`src/rtl/snu_pkg.sv`:
```
// Package for the surface normal unit.
// Holds the lane count and the control word that travels beside each transaction.
// No dependencies.
package snu_pkg;

   // One lane for each component of the normal vector.
   localparam int LANES = 3;

   // Control word carried down the pipeline with each transaction.
   typedef struct packed {
      logic             valid;
      logic             degen;
      logic [LANES-1:0] neg;
   } snu_ctl_type;

endpackage

```
`src/rtl/snu_cell.sv`:
```
// One cell of the quotient chain: decides one result bit for all three lanes
// by comparing q^2 * len2 against the target, kept incrementally. Depends on snu_pkg.
module snu_cell #(
   parameter int NORMAL_FRAC_BITS = 14,
   parameter int LEN_W            = 68,
   parameter int BIT              = 0
) (
   input  logic                                                   clock,
   input  logic                                                   reset,
   input  logic                                                   en,
   input  snu_pkg::snu_ctl_type                                   ctl_in,
   input  logic [LEN_W-1:0]                                       len_in,
   input  logic [snu_pkg::LANES-1:0][LEN_W+2*NORMAL_FRAC_BITS-3:0] tgt_in,
   input  logic [snu_pkg::LANES-1:0][NORMAL_FRAC_BITS:0]          q_in,
   input  logic [snu_pkg::LANES-1:0][LEN_W+NORMAL_FRAC_BITS:0]    ql_in,
   input  logic [snu_pkg::LANES-1:0][LEN_W+2*NORMAL_FRAC_BITS-3:0] q2l_in,
   output snu_pkg::snu_ctl_type                                   ctl_out,
   output logic [LEN_W-1:0]                                       len_out,
   output logic [snu_pkg::LANES-1:0][LEN_W+2*NORMAL_FRAC_BITS-3:0] tgt_out,
   output logic [snu_pkg::LANES-1:0][NORMAL_FRAC_BITS:0]          q_out,
   output logic [snu_pkg::LANES-1:0][LEN_W+NORMAL_FRAC_BITS:0]    ql_out,
   output logic [snu_pkg::LANES-1:0][LEN_W+2*NORMAL_FRAC_BITS-3:0] q2l_out
);
   import snu_pkg::*;

   localparam int F   = NORMAL_FRAC_BITS;
   localparam int TW  = LEN_W - 2 + 2 * F;
   localparam int QW  = F + 1;
   localparam int QLW = LEN_W + F + 1;
   localparam int CW  = TW + 4;

   snu_ctl_type               ctl_ff;
   logic [LEN_W-1:0]          len_ff;
   logic [LANES-1:0][TW-1:0]  tgt_ff, q2l_ff, q2l_nx;
   logic [LANES-1:0][QW-1:0]  q_ff, q_nx;
   logic [LANES-1:0][QLW-1:0] ql_ff, ql_nx;
   logic [CW-1:0]             cand [LANES];
   logic [LANES-1:0]          take;

   // Trial bit: (q + 2^b)^2 * L = q^2*L + q*L*2^(b+1) + L*2^(2b).
   always_comb begin
      for (int i = 0; i < LANES; i++) begin
         cand[i] = CW'(q2l_in[i]) + (CW'(ql_in[i]) << (BIT + 1))
                 + (CW'(len_in) << (2 * BIT));
         take[i] = (cand[i] <= CW'(tgt_in[i]));
         q_nx[i]   = take[i] ? (q_in[i] | (QW'(1) << BIT)) : q_in[i];
         q2l_nx[i] = take[i] ? cand[i][TW-1:0] : q2l_in[i];
         ql_nx[i]  = take[i] ? (ql_in[i] + (QLW'(len_in) << BIT)) : ql_in[i];
      end
   end

   always_ff @(posedge clock) begin
      if (reset) begin
         ctl_ff <= '0;
      end else if (en) begin
         ctl_ff <= ctl_in;
      end
   end

   always_ff @(posedge clock) begin
      if (en) begin
         len_ff <= len_in;
         tgt_ff <= tgt_in;
         q_ff   <= q_nx;
         ql_ff  <= ql_nx;
         q2l_ff <= q2l_nx;
      end
   end

   assign ctl_out = ctl_ff;
   assign len_out = len_ff;
   assign tgt_out = tgt_ff;
   assign q_out   = q_ff;
   assign ql_out  = ql_ff;
   assign q2l_out = q2l_ff;

endmodule

```
`config.mk`:
```
export PLATFORM = sky130hd
export DESIGN_NAME = snu_cell
export DESIGN_NICKNAME = d
export VERILOG_FILES = /design/src/rtl/snu_pkg.sv /design/src/rtl/snu_cell.sv
export SDC_FILE = /design/constraint.sdc
export NUM_CORES = 2
export LEC_CHECK = 0
export ABC_AREA = 0
export BUFFER_PORTS_ARGS = -buffer_cell sky130_fd_sc_hd__buf_4
export CAP_MARGIN = 40
export CORE_AREA = 2 2 718 720
export DETAILED_ROUTE_END_ITERATION = 7
export DIE_AREA = 0 0 720 722
export GPL_TIMING_DRIVEN = 0
export SKIP_CTS_REPAIR_TIMING = 1
export SYNTH_ARGS = -nofsm -noshare
export SYNTH_HDL_FRONTEND = slang
export SYNTH_SLANG_ARGS = --single-unit
```
`constraint.sdc`:
```
create_clock -name clock -period 8.7 [get_ports clock]
set_input_delay 1.74 -clock clock [delete_from_list [all_inputs] [get_ports clock]]
set_output_delay 1.74 -clock clock [all_outputs]
set_load 0.03 [all_outputs]
```
==> Word-level counts from Yosys, hierarchy flattened <==
Index checks and enable logic that the tools add are counted.
{ "totals": {"regBits": 931, "in_bits": 934, "out_inout_bits": 931, "wordCells": 37} }
{ "op_classes": {"addsub": 9, "order_cmp": 3, "mux": 6} }
{ "op_table": {"columns": ["op", "count"], "rows": [
  ["$add A95 B68 Y96", 3],
  ["$le A96 B94 Y1", 3],
  ["$add A94 B84 Y95", 3],
  ["$mux W94", 3],
  ["$add A83 B68 Y83", 3],
  ["$mux W83", 3]
]} }

==> Depth between registers and ports, before layout <==
{ "logic_depth": {"ltp_word": 4, "ltp_mapped": 32, "depth_no_buf": 29} }

==> Worst setup path after synthesis <==
No wires, ideal clock.
{ "synth_timing": {"kind": "input port to flip-flop", "start": "in len_in[1]", "end": "reg ql_ff (netlist bit ql_out[82]), data pin", "setup_time_ns": 0.258, "t_arrival_ns": 7.824, "t_required_ns": 8.442, "slack_ns": 0.619, "stages": 28, "path_buffers": 0, "path_cell_list": "fa_1 > ha_1 > inv_1 > fa_1 > nor2b_1 > o31ai_1 > a21oi_1 > or3_1 > a41o_1 > and2_1 > a21boi_1 > o31a_1 > o31ai_2 > a21oi_2 > nor2_1 > xor2_1 > ha_1 > nand4_1 > nor3_1 > nand3_1 > nor3_1 > mux2_2 > a32oi_1 > o21ai_2 > nor4_4 > nand4_1 > or4_1 > xnor2_1"} }
{ "synth_lines": {"columns": ["item", "line", "text"], "rows": [
  ["start, declared", "snu_cell.sv:12", "input logic [LEN_W-1:0] len_in,"],
  ["end signal, assigned", "snu_cell.sv:65", "ql_ff <= ql_nx;"],
  ["end, declared", "snu_cell.sv:36", "logic [LANES-1:0][QLW-1:0] ql_ff, ql_nx;"]
]} }

==> results.yml <==
status:
  run_status: "finished, violations left"
  violations: "negative setup slack"
grt:
  antenna_found_initial: 172
  grt_pass1_wl_um: 688000
  grt_usage_pct: 20.1
  first_global_vias: 69800
  grt_max_degree: 137
  grt-ovfl-total: 0
floorplanning:
  ios: 1865
  fp.dieH_um: 722
  dieArea_mm2: 0.520
  row_count: 263
  core_area_mm2: 0.512
  start_util_pct: 14.4
  die_x_um: 720
hold_path:
  holdPathStages: 2
  min_from: "ctl_out[0]$_SDFFE_PP0P_"
  hold_path_end: "ctl_out[0]$_SDFFE_PP0P_"
  hold_class: "reg2reg"
setup_path:
  startpoint_type: "input port"
  worst-endpoint-arrival_ns: 9.92
  required_ns: 9.36
  r2r_end: "ctl_out[2]$_SDFFE_PP0P_"
  endpoint_kind: "register"
  crit_buf_inv: 11
  r2r-start: "ctl_out[2]$_SDFFE_PP0P_"
  cpLargestDelayFamily: "compound AO/OA/AOI/OAI gates"
  ff2ff_setup_slack_ns: 8.09
  worstPathMaxFanout: 8
  reg2reg_depth: 2
  cp_common_cell: "buf_6"
  path_class: "in2reg"
  crit_slowest_cell: "fa_1"
  cp_slowest_stage_delay_ns: 0.49
layout:
  seq_area_mm2: 0.0279
  fin_nets: 11400
  syn2layout_area_growth_pct: 44.5
  multi_input_area_mm2: 0.0458
  drive_gt1_share_pct: 31.5
  final_cells: 16400
  nFillCells: 55800
synthesis:
  synth_top_cells_by_area: "edfxtp_1 (38%), ha_1 (13%), fa_1 (5.6%)"
  synth_area_mm2: 0.0737
  ys_warn_count: 0
  async_flop_share_pct: 0
  ys_seq_elements: 931
  syn-mean-instance-area_um2: 10.1
  synth_fp_nets: 9214
  ys.flop_type: "edfxtp_1"
  seq_area_frac_synth_pct: 37.9
  synth_top_area_share_pct: 37.7
  ys_types: 92
  synth-edff-count: 926
  syn_inst: 7284
  yosys-top-cells-count: "edfxtp_1 (926), ha_1 (789), nand2_1 (753), a21oi_1 (611), o21ai_0 (447)"
  synth.most_common_cell: "edfxtp_1"
  yosys.area.top_type: "edfxtp_1"
routing:
  route.vias.total: 71700
  routedWlPerCell_um: 33.8
  totalWireLength_um: 554000
  via_per_inst: 4.37
  drt_iter0_drc: 6163
  final_antenna_net_count: 0
  firstDrtPassIters: 5
  drc_errors: 0
timing:
  fin_skew_ns: 0
  report.final.setup_viol: 223
  slew-limit-headroom_pct: 14.2
  fin_crit_ns: 9.26
  final.setup.tns_ns: -75.72
  fmaxAchievable_mhz: 108
  fin_ws_ns: -0.564
  rsz0062_at_grt: "true"
  hold_viol_final: 0
  worst_slew_pin_slew_ns: 1.29
  fin_crit_sh_pct: 106
  finalMaxSlewViolations: 0
clocking:
  insertion_delay_ns: 0.83
  cts_buffer_depth: 4
  cts_max_level: 4
  clock_sinks: 931
  clock-root-buffer: "clkbuf_16"
  numCtsBuffers: 141
  cts.clk_slew.worst_paths_ns: 0.06
  cts_tree: "built"
power_and_ir_drop:
  irDropWorstVdd_uv: 166
  power_mw: 24.8
  leakage_nw: 44.7
  powerDensity_mw_per_mm2: 232
placed_design:
  dp.cells: 16000
  dp_hpwl_um: 484000
  place_ws_ns: -5.68
  io_buffers: 1860
  gp_congestion: 0.964
flow_run:
  cap_violations: 0
==> power by group <==
part           internal [mW]  leakage (nW)  switching, mW
Clock                   3.35          2.16           2.55
Combinational           4.42          33.4           8.33
Sequential              5.86          9.10          0.240
==> through the flow <==
stage / area [um2] / hold WS (ns) / utilization, %
2_1_floorplan: 73700 / 0.630 / -
3_3_place_gp: 96100 / 0.480 / 18.8
3_5_place_dp: 97400 / 0.486 / 19.0
4_1_cts: 102000 / 0.499 / 19.9
5_1_grt: 106000 / 0.521 / 20.8
6_report: 107000 / 0.501 / 20.8
==> worst max-delay path by stage <==
stage                     startpoint                     to  slack, ns  cells past startpoint
after global placement    len_in[32]   ql_out[66]$_DFFE_PP_     -10.67                     24
after detailed placement  len_in[47]   ql_out[65]$_DFFE_PP_      -5.68                     33
final                      len_in[4]  ql_out[163]$_DFFE_PP_      -0.56                     36
after global routing      q2l_in[95]  ql_out[163]$_DFFE_PP_      -0.75                     39
after floorplan            len_in[1]   ql_out[82]$_DFFE_PP_       0.62                     28
after CTS                 len_in[47]   ql_out[65]$_DFFE_PP_      -4.70                     33
==> registers in the layout, summed over array words and instances, names as in the netlist <==
register	count
tgt_out	282
ql_out	249
len_out	68
q2l_out	282
q_out	45
ctl_out	5
==> final cells by class <==
cell class,count,share of cell area [%]
flip-flops and latches,931,26.2
diodes,59,0.139
clock buffers,160,3.40
clock inverters,90,0.842
repair buffers,2091,15.6
well taps,6757,7.93
multi-input cells,5679,43.0
inverters,405,1.43
plain buffers,231,1.41
==> cells by family (layout without fill, tap and decap cells) <==
logic type | Yosys count | after routing | synth area share [%]
AO/OA/AOI/OAI | 2022 | 2022 | 17.4
XOR/XNOR | 528 | 528 | 6.27
adder cells (fa/ha/maj) | 996 | 996 | 19.0
buffers and inverters | 674 | 2977 | 3.54
flip-flops | 931 | 931 | 37.9
multiplexers | 253 | 253 | 3.85
other | 0 | 59 | 0
AND/OR/NAND/NOR | 1880 | 1880 | 12.0
==> worst reg2reg max path: stages, from the launching register on <==
cell and delay, ns:
dfxtp_1 0.31, mux2i_1 0.13, nor2_1 0.06
==> metal layers <==
layer	GRT usage (%)	vias to the layer above	part of all wire [%]	wire, um
met2	34.1	3348	47	261000
met4	10.8	92	6.8	37500
met5	0	-	0.11	598
met1	23.2	35800	38	213000
li1	-	31500	-	-
met3	5.12	921	7.5	41700
==> cell usage in the layout, fill, tap and decap left out, types with 44 or more instances in the layout <==
cell type  instances
ha_1             748
o21ai_1           44
o21a_1            65
buf_4           1963
edfxtp_1         926
nor2b_1           57
nand2b_1          46
inv_1            403
buf_6             66
nand4_1          224
diode_2           59
xor2_1           194
o21bai_1          89
clkbuf_1         163
nor2_1           329
a21o_1           355
a21oi_1          569
fa_1             200
xnor2_1          287
and3_1            60
nand3_1          103
a211oi_1          48
nor3_1            84
o21ai_0          387
mux2_2           208
a31oi_1           52
nand2_1          729
clkbuf_16        156
Note: power is estimated with default switching activity, not from simulation.
